==> config.mk <==
export PLATFORM = sky130hd
export DESIGN_NAME = tti_queue
export DESIGN_NICKNAME = d
export VERILOG_FILES = /design/src/tti_pkg.sv /design/src/tti_queue.sv
export SDC_FILE = /design/constraint.sdc
export NUM_CORES = 1
export LEC_CHECK = 0
export BUFFER_PORTS_ARGS = -buffer_cell sky130_fd_sc_hd__buf_2
export CAP_MARGIN = 10
export CORE_UTILIZATION = 45
export CTS_BUF_LIST = sky130_fd_sc_hd__clkbuf_4 sky130_fd_sc_hd__clkbuf_8
export CTS_CLUSTER_SIZE = 20
export DETAILED_ROUTE_END_ITERATION = 6
export PLACE_DENSITY = 0.73
export RECOVER_POWER = 100
export SLEW_MARGIN = 20
export SYNTH_ARGS = -nofsm -noshare
export SYNTH_HDL_FRONTEND = slang
export SYNTH_SLANG_ARGS = --single-unit
==> constraint.sdc <==
create_clock -name i_clk -period 6.95 [get_ports i_clk]
set_input_delay 2.085 -clock i_clk [delete_from_list [all_inputs] [get_ports i_clk]]
set_output_delay 2.085 -clock i_clk [all_outputs]
set_load 0.005 [all_outputs]
==> src/tti_pkg.sv <==
package tti_pkg;

    localparam int INDEX_W = 10;
    localparam int VALUE_W = 32;
    localparam int CV_W    = 16;
    localparam int CP_W    = 14;
    localparam int VT_W    = 13;

    localparam int CV_BASE = 1000;
    localparam int CV_STEP = 500;
    localparam int CP_BASE = 4800;
    localparam int CP_STEP = 100;
    localparam int VT_BASE = 400;
    localparam int VT_STEP = 100;

    localparam int ADDR_W  = 16;
    localparam int RATIO_W = 18;
    localparam int FRAC_W  = 16;
    localparam int BLEND_W = 36;
    localparam int SUM_W   = 38;

    localparam int QUEUE_DEPTH = 4;
    localparam int QPTR_W      = 2;

    localparam logic KIND_LOAD  = 1'b0;
    localparam logic KIND_QUERY = 1'b1;

    localparam logic [VALUE_W-1:0] SAT_MAX = 32'h7FFF_FFFF;
    localparam logic [VALUE_W-1:0] SAT_MIN = 32'h8000_0000;

    typedef struct packed {
        logic [ADDR_W-1:0]         lo_off;
        logic [ADDR_W-1:0]         hi_off;
        logic signed [RATIO_W-1:0] ratio;
    } t_axis;

    typedef struct packed {
        logic                      kind;
        logic [INDEX_W-1:0]        entry_index;
        logic signed [VALUE_W-1:0] entry_value;
        t_axis                     a;
        t_axis                     b;
        t_axis                     c;
    } t_job;

    typedef enum logic {
        ST_IDLE,
        ST_RUN
    } t_state;

endpackage

==> src/tti_queue.sv <==
module tti_queue import tti_pkg::*; (
    input  logic i_clk,
    input  logic i_rst_n,
    input  logic i_push,
    input  t_job i_data,
    output logic o_full,
    input  logic i_pop,
    output t_job o_data,
    output logic o_empty
);

    t_job              r_mem [QUEUE_DEPTH];
    logic [QPTR_W-1:0] r_wp, r_rp;
    logic [QPTR_W:0]   r_count;
    logic              do_push, do_pop;

    assign o_full  = r_count == (QPTR_W+1)'(QUEUE_DEPTH);
    assign o_empty = r_count == '0;
    assign do_push = i_push && !o_full;
    assign do_pop  = i_pop && !o_empty;
    assign o_data  = r_mem[r_rp];

    always_ff @(posedge i_clk) begin
        if (!i_rst_n) begin
            r_wp    <= '0;
            r_rp    <= '0;
            r_count <= '0;
        end else begin
            if (do_push) begin
                r_wp <= r_wp + QPTR_W'(1);
            end
            if (do_pop) begin
                r_rp <= r_rp + QPTR_W'(1);
            end
            if (do_push && !do_pop) begin
                r_count <= r_count + (QPTR_W+1)'(1);
            end else if (do_pop && !do_push) begin
                r_count <= r_count - (QPTR_W+1)'(1);
            end
        end
    end

    always_ff @(posedge i_clk) begin
        if (do_push) begin
            r_mem[r_wp] <= i_data;
        end
    end

    a_no_push_full: assert property (@(posedge i_clk) disable iff (!i_rst_n)
        !(i_push && o_full))
        else $error("Transaction pushed into a full queue.");

    a_no_pop_empty: assert property (@(posedge i_clk) disable iff (!i_rst_n)
        !(i_pop && o_empty))
        else $error("Transaction popped from an empty queue.");

endmodule

==> metrics <==
worst vdd ir=0.243 mV; main flop type after synthesis=edfxtp_1; Relative slew margins=-1.40; I/O Buffers=391; worst reg2reg startpoint=r_count[0]$_SDFFE_PN0P_; FF-to-FF path depth=4; DR vias/cell=5.19; Min-Delay Path Class=register to register; Reg-to-Reg End=r_mem[1][110]$_DFFE_PP_; hold path endpoint=r_wp[0]$_SDFFE_PN0P_; drt drc=0; Final TNS setup=0 ns; RSZ-0062 raised after global routing=no; fillers=4855; # setup viols final=0; post_cts resized=0; TritonCTS buffer count=120; wire per inst=22.3 µm; Gate Count Post-Synth=1056; Die Y-Extent=254 µm; hold_sp=r_wp[0]$_SDFFE_PN0P_; commonest cells after routing, fill and taps aside=772 x edfxtp_1, 354 x clkbuf_1, 151 x mux4_2, 122 x clkbuf_8, 44 x clkbuf_4; Power Total=11.9 mW; CTS root buf=clkbuf_8; status=complete, but fails checks; CP Max Fanout=40; FFs w/ async S/R, synth=0; crit path DAT=3.60 ns; Clock Sinks=781; Top Ports=392; r2r setup slk=2.27 ns; Clock transition at path regs=0.06 ns; failing checks=max-capacitance violations, max-slew violations; detailed-route via count=12800; Clk Latency, worst-skew pair=0.71 ns; Util after Layout=0.535; Setup crit end kind=output port; Initial Util=0.459; Final ANT Viol Nets=0; die area=0.0645 mm²; fmax=0.176 GHz; hold_buf cts=0; max_cap viols=5; worst hold stages=2; Final min period=5.68 ns; final WL=55200 µm; Syn. warnings=0; core area=0.0622 mm²; PwrDens=358 mW/mm²; largest net degree at the start of global routing=100; Hold Fails Final Rpt=0; Fin Clk Skew=0.0242 ns; WS Path Type=register to output port; GRT Total Usage=0.169; Iteration-0 DRC Markers=756; DPL Wire Length=32400 µm; CTS H-Tree Depth=3; Post-CTS Setup Bufs=0; most common cell after layout, fill and taps aside=edfxtp_1; global route total overflow=0; post-synthesis cell type count=26; syn nets=1259; fraction of layout cells with a size suffix above 1=0.243; placer's final routability congestion estimate=0.714; fin crit share=0.817; first-pass GRT wire length=81000 µm; Worst EP required=4.87 ns; drt first pass iters=4; Worst Max-Slew Pin Slew=3.60 ns; area delta synth->final=16.6%; Rows=91; final net count=1746; initial antenna violation count=7; Die X-Extent=254 µm; flops & latches, synth=781; Synth Cell Area=0.0286 mm²; Slew Limit Fails=216; Post-synth EDFFs=772; sequential element share of the synthesized area=0.818; Syn Area/Cell=27.0 µm²; vias in the first global route=13600; clock tree buffer depth=3; Leak=10.3 nW; launching element type of the critical path=register; CTS tree=yes
## worst max-delay path: stages, from the launching register on
cell,delay [ns]
dfxtp_2,1.34
clkbuf_2,0.78
mux4_2,0.61
buf_2,0.14
## per-layer routing
| layer | track usage | wire, µm | vias up |
|---|---|---|---|
| li1 | - | - | 5633 |
| met1 | 0.207 | 21200 | 6668 |
| met2 | 0.276 | 27700 | 443 |
| met3 | 0.0622 | 4890 | 95 |
| met4 | 0.0630 | 1260 | 8 |
| met5 | 0 | 59 | - |
## logic make-up (layout without fill, tap and decap cells)
family,count (synthesis),in the layout,share of synthesized area
adder cells (fa/ha/maj),6,6,0.00289
XOR/XNOR,4,4,0.00123
buffers and inverters,48,627,0.0146
AO/OA/AOI/OAI,4,4,0.00101
other,0,4,0
AND/OR/NAND/NOR,17,17,0.00337
multiplexers,196,196,0.159
flip-flops,781,781,0.818
## worst max-delay path by stage
| stage | slack (ns) | cells after the start | start | to |
|---|---|---|---|---|
| CTS | 1.68 | 3 | register | o_data[107] |
| global placement | 2.50 | 3 | register | o_data[161] |
| detailed placement | 2.49 | 3 | register | o_data[107] |
| global route | 0.84 | 3 | register | o_data[11] |
| finish | 1.27 | 3 | register | o_data[11] |
| floorplan | 1.66 | 3 | i_push | r_mem[0][0]$_DFFE_PP_ |
## stage by stage
step | setup slack (ns) | instances | hold slack, ns | area, µm²
2_1_floorplan | 1.66 | 1056 | 0.468 | 28600
3_3_place_gp | 2.50 | 2258 | 0.481 | 31500
3_5_place_dp | 2.49 | 2258 | 0.505 | 31500
4_1_cts | 1.68 | 2472 | 0.516 | 33700
5_1_grt | 0.835 | 2474 | 0.543 | 33300
6_report | 1.27 | 2476 | 0.522 | 33300
## sequential cells by signal (all words and copies together) (netlist names), named ones only
name and flops:
r_wp 2, r_count 3, r_rp 2, r_mem 772
## power breakdown
group / switching [mW] / leakage (nW) / internal (mW)
Sequential: 0.169 / 7.15 / 5.73
Combinational: 1.26 / 1.97 / 1.17
Clock: 1.68 / 1.22 / 1.90
Total: 3.11 / 10.3 / 8.80
## layout make-up
type	count	area [µm²]	share of cell area
timing repair buffer	410	1800	0.0540
tap	837	1050	0.0315
antenna	4	10.0	0.000301
clock buffer	166	2010	0.0604
multi-input combinational	227	4780	0.144
inverter	3	11.3	0.000338
sequential	781	23400	0.702
clock inverter	48	268	0.00804
## Yosys cell counts, types with 2 or more instances
library cell	number	area, µm²
mux4_1	42	1100
edfxtp_1	772	23200
clkbuf_1	3	11.3
ha_1	5	62.6
buf_6	12	135
nor2b_1	2	12.5
mux2i_1	3	30.0
mux4_2	151	3400
buf_12	7	140
buf_2	18	90.1
buf_1	4	15.0
inv_1	3	11.3
and2_1	8	50.1
dfxtp_1	9	180
nand2_1	4	15.0
xnor2_1	3	26.3
No activity file was read; power rests on OpenSTA's default activity.
