`src/tti_pkg.sv`:
```
package tti_pkg;

    localparam int INDEX_W = 10;
    localparam int VALUE_W = 32;
    localparam int CV_W    = 16;
    localparam int CP_W    = 14;
    localparam int VT_W    = 13;

    localparam int CV_BASE = 1000;
    localparam int CV_STEP = 500;
    localparam int CP_BASE = 4800;
    localparam int CP_STEP = 100;
    localparam int VT_BASE = 400;
    localparam int VT_STEP = 100;

    localparam int ADDR_W  = 16;
    localparam int RATIO_W = 18;
    localparam int FRAC_W  = 16;
    localparam int BLEND_W = 36;
    localparam int SUM_W   = 38;

    localparam int QUEUE_DEPTH = 4;
    localparam int QPTR_W      = 2;

    localparam logic KIND_LOAD  = 1'b0;
    localparam logic KIND_QUERY = 1'b1;

    localparam logic [VALUE_W-1:0] SAT_MAX = 32'h7FFF_FFFF;
    localparam logic [VALUE_W-1:0] SAT_MIN = 32'h8000_0000;

    typedef struct packed {
        logic [ADDR_W-1:0]         lo_off;
        logic [ADDR_W-1:0]         hi_off;
        logic signed [RATIO_W-1:0] ratio;
    } t_axis;

    typedef struct packed {
        logic                      kind;
        logic [INDEX_W-1:0]        entry_index;
        logic signed [VALUE_W-1:0] entry_value;
        t_axis                     a;
        t_axis                     b;
        t_axis                     c;
    } t_job;

    typedef enum logic {
        ST_IDLE,
        ST_RUN
    } t_state;

endpackage

```
`src/tti_axis.sv`:
```
module tti_axis import tti_pkg::*; #(
    parameter int W     = 16,
    parameter int BASE  = 1000,
    parameter int STEP  = 500,
    parameter int N     = 3,
    parameter int SCALE = 1
) (
    input  logic         i_clk,
    input  logic         i_en,
    input  logic [W-1:0] i_x,
    output t_axis        o_axis
);

    localparam int IW  = $clog2(N);
    localparam int MW  = $clog2(STEP);
    localparam int R1  = (2 ** W) / STEP;
    localparam int R2  = (2 ** (FRAC_W + MW)) / STEP;
    localparam int R2W = FRAC_W + 1 + MW;
    localparam int P1W = 2 * W + 1;
    localparam int P2W = MW + R2W;
    localparam int N2W = FRAC_W + MW + 1;
    localparam int QW  = FRAC_W + 1;

    logic           n_ge, n_near;
    logic [W-1:0]   n_dp;
    logic [MW-1:0]  n_magn;
    logic [P1W-1:0] n_p1;
    logic           r_ge, r_near;
    logic [W-1:0]   r_dp;
    logic [MW-1:0]  r_magn;
    logic [P1W-1:0] r_p1;

    logic [W-1:0]   q_est;
    logic [W:0]     rem_w;
    logic [W-1:0]   n_q;
    logic [MW-1:0]  n_rem;
    logic           r2_ge, r2_near;
    logic [MW-1:0]  r2_magn;
    logic [W-1:0]   r_q;
    logic [MW-1:0]  r_rem;

    logic [IW-1:0]  n_lo, n_hi;
    logic           n_zero, n_neg;
    logic [MW-1:0]  n_mag;
    logic [P2W-1:0] n_p2;
    logic [IW-1:0]  r_lo, r_hi;
    logic           r_zero, r_neg;
    logic [MW-1:0]  r_mag;
    logic [P2W-1:0] r_p2;

    logic [QW-1:0]             q2_est, q2;
    logic [N2W-1:0]            rem2;
    logic signed [RATIO_W-1:0] rmag;
    t_axis                     n_axis;
    t_axis                     r_axis;

    always_comb begin
        n_ge   = int'(i_x) >= BASE;
        n_near = (int'(i_x) < BASE) && (int'(i_x) + STEP > BASE);
        n_dp   = W'(int'(i_x) - BASE);
        n_magn = MW'(BASE - int'(i_x));
        n_p1   = P1W'(n_dp) * P1W'(R1);
    end

    always_comb begin
        q_est = W'(r_p1 >> W);
        rem_w = (W+1)'(r_dp) - (W+1)'(q_est) * (W+1)'(STEP);
        if (rem_w >= (W+1)'(STEP)) begin
            n_q   = q_est + W'(1);
            n_rem = MW'(rem_w - (W+1)'(STEP));
        end else begin
            n_q   = q_est;
            n_rem = MW'(rem_w);
        end
    end

    always_comb begin
        n_lo   = '0;
        n_hi   = '0;
        n_zero = 1'b1;
        n_neg  = 1'b0;
        n_mag  = '0;
        if (r2_ge) begin
            if (int'(r_q) >= N - 1) begin
                n_lo = IW'(N - 1);
                n_hi = IW'(N - 1);
            end else begin
                n_lo   = IW'(r_q);
                n_hi   = IW'(int'(r_q) + 1);
                n_zero = 1'b0;
                n_mag  = r_rem;
            end
        end else if (r2_near) begin
            n_hi   = IW'(1);
            n_zero = 1'b0;
            n_neg  = 1'b1;
            n_mag  = r2_magn;
        end
        n_p2 = P2W'(n_mag) * P2W'(R2);
    end

    always_comb begin
        q2_est = QW'(r_p2 >> MW);
        rem2   = (N2W'(r_mag) << FRAC_W) - N2W'(q2_est) * N2W'(STEP);
        q2     = (rem2 >= N2W'(STEP)) ? q2_est + QW'(1) : q2_est;
        rmag   = $signed(RATIO_W'(q2));
        n_axis.lo_off = ADDR_W'(r_lo) * ADDR_W'(SCALE);
        n_axis.hi_off = ADDR_W'(r_hi) * ADDR_W'(SCALE);
        if (r_zero) begin
            n_axis.ratio = '0;
        end else if (r_neg) begin
            n_axis.ratio = -rmag;
        end else begin
            n_axis.ratio = rmag;
        end
    end

    always_ff @(posedge i_clk) begin
        if (i_en) begin
            r_ge    <= n_ge;
            r_near  <= n_near;
            r_dp    <= n_dp;
            r_magn  <= n_magn;
            r_p1    <= n_p1;
            r2_ge   <= r_ge;
            r2_near <= r_near;
            r2_magn <= r_magn;
            r_q     <= n_q;
            r_rem   <= n_rem;
            r_lo    <= n_lo;
            r_hi    <= n_hi;
            r_zero  <= n_zero;
            r_neg   <= n_neg;
            r_mag   <= n_mag;
            r_p2    <= n_p2;
            r_axis  <= n_axis;
        end
    end

    assign o_axis = r_axis;

endmodule

```
`src/tti_front.sv`:
```
module tti_front import tti_pkg::*; #(
    parameter int FIRST  = 3,
    parameter int SECOND = 17,
    parameter int THIRD  = 14
) (
    input  logic                      i_clk,
    input  logic                      i_rst_n,
    input  logic                      i_push,
    output logic                      o_full,
    input  logic                      i_kind,
    input  logic [INDEX_W-1:0]        i_entry_index,
    input  logic signed [VALUE_W-1:0] i_entry_value,
    input  logic [CV_W-1:0]           i_cv,
    input  logic [CP_W-1:0]           i_cp,
    input  logic [VT_W-1:0]           i_vt,
    output logic                      o_push,
    input  logic                      i_full,
    output t_job                      o_job
);

    localparam int STAGES = 4;

    logic                              en;
    logic [STAGES-1:0]                 r_vld;
    logic [STAGES-1:0]                 r_kind;
    logic [STAGES-1:0][INDEX_W-1:0]    r_idx;
    logic [STAGES-1:0][VALUE_W-1:0]    r_val;
    t_axis                             axis_a, axis_b, axis_c;

    assign en     = !r_vld[STAGES-1] || !i_full;
    assign o_full = !en;
    assign o_push = r_vld[STAGES-1] && !i_full;

    always_ff @(posedge i_clk) begin
        if (!i_rst_n) begin
            r_vld <= '0;
        end else if (en) begin
            r_vld <= {r_vld[STAGES-2:0], i_push};
        end
    end

    always_ff @(posedge i_clk) begin
        if (en) begin
            r_kind <= {r_kind[STAGES-2:0], i_kind};
            r_idx  <= {r_idx[STAGES-2:0], i_entry_index};
            r_val  <= {r_val[STAGES-2:0], i_entry_value};
        end
    end

    tti_axis #(
        .W(CV_W), .BASE(CV_BASE), .STEP(CV_STEP), .N(FIRST), .SCALE(SECOND * THIRD)
    ) u_axis_a (
        .i_clk(i_clk), .i_en(en), .i_x(i_cv), .o_axis(axis_a)
    );

    tti_axis #(
        .W(CP_W), .BASE(CP_BASE), .STEP(CP_STEP), .N(SECOND), .SCALE(THIRD)
    ) u_axis_b (
        .i_clk(i_clk), .i_en(en), .i_x(i_cp), .o_axis(axis_b)
    );

    tti_axis #(
        .W(VT_W), .BASE(VT_BASE), .STEP(VT_STEP), .N(THIRD), .SCALE(1)
    ) u_axis_c (
        .i_clk(i_clk), .i_en(en), .i_x(i_vt), .o_axis(axis_c)
    );

    always_comb begin
        o_job.kind        = r_kind[STAGES-1];
        o_job.entry_index = r_idx[STAGES-1];
        o_job.entry_value = $signed(r_val[STAGES-1]);
        o_job.a           = axis_a;
        o_job.b           = axis_b;
        o_job.c           = axis_c;
    end

    a_accept_enters: assert property (@(posedge i_clk) disable iff (!i_rst_n)
        (i_push && !o_full) |=> r_vld[0])
        else $error("Accepted transaction did not enter the front pipeline.");

endmodule

```
`config.mk`:
```
export PLATFORM = sky130hd
export DESIGN_NAME = tti_front
export DESIGN_NICKNAME = d
export VERILOG_FILES = /design/src/tti_pkg.sv /design/src/tti_axis.sv /design/src/tti_front.sv
export SDC_FILE = /design/constraint.sdc
export NUM_CORES = 2
export LEC_CHECK = 0
export ABC_CLOCK_PERIOD_IN_PS = 10800
export BUFFER_PORTS_ARGS = -buffer_cell sky130_fd_sc_hd__buf_2
export CAP_MARGIN = 10
export CORE_UTILIZATION = 45
export DETAILED_ROUTE_END_ITERATION = 16
export PLACE_DENSITY_LB_ADDON = 0.05
export SLEW_MARGIN = 20
export SYNTH_ARGS = -nofsm -noshare
export SYNTH_HDL_FRONTEND = slang
export SYNTH_HIERARCHICAL = 1
export SYNTH_SLANG_ARGS = --single-unit
```
`constraint.sdc`:
```
create_clock -name i_clk -period 10.8 [get_ports i_clk]
set_input_delay 0.54 -clock i_clk [delete_from_list [all_inputs] [get_ports i_clk]]
set_output_delay 0.54 -clock i_clk [all_outputs]
set_load 0.02 [all_outputs]
```
==> impl_metrics.toml <==
[outcome]
outcome = "completed"

[floorplan]
placementRows = 115
chipWidth_microns = 318
floorplan.die_area_sq_um = 101000
coreArea_sq_um = 98700
dieHeight_microns = 318
ios = 285
initial_core_util = 0.456

[synth]
ys_ff_latch = 535
ys_dominant_reg_cell = "edfxtp_1"
postSynthCellCount = 4138
postSynth.asyncResetShare = 0
yosysSeqAreaShare = 0.356
synth.avg_cell_area_sq_um = 10.9
synth_edf_count = 531
ys_warn_count = 6
yosysUniqueCellTypes = 121
synthesis.area_sq_um = 45000

[run]
max_cap_viol_count = 0

[clock_tree]
cts.path.max_buffers = 3
cts-resized-gates = 0
numCtsBuffers = 66
tritoncts = "done"
cts.clk_slew.worst_paths_ns = 0.06
cts_setup_buffers = 0
ctsRootBufferMaster = "clkbuf_16"
clock_sink_count = 535
ctsHoldBuffers = 0
clock_insertion_delay_worst_skew_ns = 0.64
ctsHtreeMaxLevel = 3

[timing]
timing.final.crit_period_ns = 10.07
timing.final.max_slew_violations = 0
worst_slew_pin_slew_ns = 0.975
hold_violations = 0
achievable-frequency_ghz = 0.0993
whs_ns = 0.0753
rsz0062_at_grt = "false"
setup_viol = 0
fin_worst_skew_ns = 0.0281
fin_tns_setup_ns = 0
max-slew-margin-rel = 0.350
post-route-worst-setup-slack_ns = 0.729
layout_worst_path_cycle_share = 0.932

[placed_design]
numPortBuffers = 230
place_congestion = 0.832
dp_worst_setup_slack_ns = 0.786
dpl-instance-area_sq_um = 47000
post_dp_hpwl_microns = 72900

[setup_path]
critical_path.max_stage_delay_ns = 0.60
crit_arrival_ns = 10.44
worstPathBufferInverterCount = 3
cpMostUsedCell = "a21o_1"
endpoint_kind = "flip-flop"
path_max_fanout = 12
required_ns = 11.17
crit_path_top_delay_cell = "edfxtp_1"
startpoint_type = "flip-flop"
worst_path_dominant_cell_family = "compound AO/OA/AOI/OAI gates"
critical_path_class = "reg -> reg"

[drt]
detail_route.vias_per_cell = 5.22
detail-route-antenna-nets = 0
routed_vias = 29603
post_drt_wl_per_cell_microns = 16.2
drc_errors = 0
drt_wl_total_microns = 91900
drt_first_iter_violations = 1324
number_of_iterations_in_the_first_detailed_routing_pass = 6

[layout]
final_design_area_no_fill_sq_um = 49200
layout-drive-gt1-share = 0.101
number_of_nets_in_the_finished_design = 5340
syn_to_final_growth_pct = 9.24

[min_path]
hold_class = "in -> reg"

[global_routing]
via_count_of_the_first_global_routing_pass = 29346
antenna_found_initial = 15
grt_max_degree = 164
grt_first_pass_wirelength_microns = 151000
grt_remaining_overflow = 0
grt_util_all_layers = 0.183
[worst reg2reg max path, delay by kind of cell, from the launching register on]
kind / cells / cell delay, ns
multiplexers: 2 / 0.60
buffers and inverters: 3 / 0.30
adder cells (fa/ha/maj): 7 / 3.00
XOR/XNOR: 2 / 0.26
flip-flops: 1 / 0.60
AO/OA/AOI/OAI: 17 / 3.31
AND/OR/NAND/NOR: 5 / 1.76
[kinds of logic (layout without fill, tap and decap cells)]
family	after synthesis	in the layout	share of synthesized area
compound gates	728	728	0.112
xor+xnor	308	308	0.0606
fa+ha+maj	915	915	0.289
buf+inv	727	922	0.0703
flops	535	535	0.356
mux	34	34	0.00801
other cells	3	58	0.000250
simple gates	888	888	0.104
[per-stage QoR]
step                      utilization  cells
after CTS                       0.498   5671
after floorplan                     -   4189
after detailed placement        0.476   5554
after global routing            0.498   5672
final                           0.498   5675
after global placement          0.476   5554
[state kept, by name, summed over array words and instances, names as in the netlist, 16 cells and up]
signal           cells
r_val               96
o_job               42
u_axis_b/o_axis     34
r_idx               30
u_axis_a/o_axis     30
u_axis_c/o_axis     26
u_axis_a/r_p2       17
u_axis_b/r_p2       17
u_axis_c/r_p2       17
u_axis_a/r_dp       16
[worst paths after layout]
check / from / slack, ns / to / cells after the start
setup / recovery: u_axis_a/r_p2[11] / 0.73 / u_axis_a/o_axis[16] / 36
hold / removal: i_entry_value[10] / 0.08 / r_val[10] / 1
setup reg to reg: u_axis_a/r_p2[11] / 0.73 / u_axis_a/o_axis[16] / 36
hold reg to reg: u_axis_c/r_hi[0] / 0.41 / u_axis_c/o_axis[18] / 0
[per-layer routing]
| layer | share of wire | routed length, microns | GRT usage |
|---|---|---|---|
| met2 | 0.46 | 42300 | 0.301 |
| met3 | 0.044 | 4040 | 0.0359 |
| met5 | 0.00071 | 65 | 0 |
| met4 | 0.022 | 2040 | 0.0494 |
| met1 | 0.47 | 43400 | 0.246 |
[cell usage in the layout, fill, tap and decap left out, drive strengths merged, types with 58 or more instances in the layout]
cell type | Yosys | layout
nor2 | 256 | 256
inv | 562 | 568
xor2 | 92 | 92
nand2 | 138 | 138
fa | 206 | 206
nand3 | 85 | 85
nor3 | 91 | 91
xnor2 | 216 | 216
edfxtp | 531 | 531
buf | 120 | 243
ha | 709 | 709
o21ai | 138 | 138
clkbuf | 45 | 78
a21o | 58 | 58
a21oi | 180 | 180
[layout make-up]
| cell class | count | area [sq um] |
|---|---|---|
| fillers | 9129 | 49600 |
| multi-input cells | 2927 | 26000 |
| flip-flops and latches | 535 | 16000 |
| inverters | 562 | 2120 |
| clock buffers | 78 | 1720 |
| well taps | 1287 | 1610 |
| repair buffers | 243 | 1260 |
| clock inverters | 39 | 409 |
| diodes | 4 | 10.0 |
[cell usage after synthesis, types with 11 or more instances]
library cell  instances  share of area
ha_1                709           0.20
inv_1               561          0.047
edfxtp_1            531           0.35
nor2_1              255          0.021
xnor2_1             212          0.041
fa_1                206          0.092
a21oi_1             179          0.020
nand2_1             136          0.011
o21ai_0             129          0.014
buf_4               105          0.018
xor2_1               92          0.018
nand3_1              83         0.0092
nor3_1               83         0.0092
a21o_1               58         0.0097
nor2b_1              48         0.0067
clkbuf_1             45         0.0038
nand2b_1             41         0.0057
and3_1               40         0.0056
o21a_1               39         0.0065
a31oi_1              33         0.0046
a211oi_1             27         0.0045
and2_1               27         0.0038
nand4_1              25         0.0035
nor4_1               25         0.0035
mux2i_1              21         0.0047
o21bai_1             20         0.0033
o211ai_1             19         0.0032
o31ai_1              16         0.0027
or2_2                16         0.0022
or3_1                15         0.0021
a21boi_0             14         0.0023
a22oi_1              14         0.0023
o22ai_1              14         0.0019
nor3b_1              13         0.0022
a211o_1              11         0.0021
Power is not shown: default switching activity piles up to over one toggle a cycle in this logic, so the estimate is an artifact.
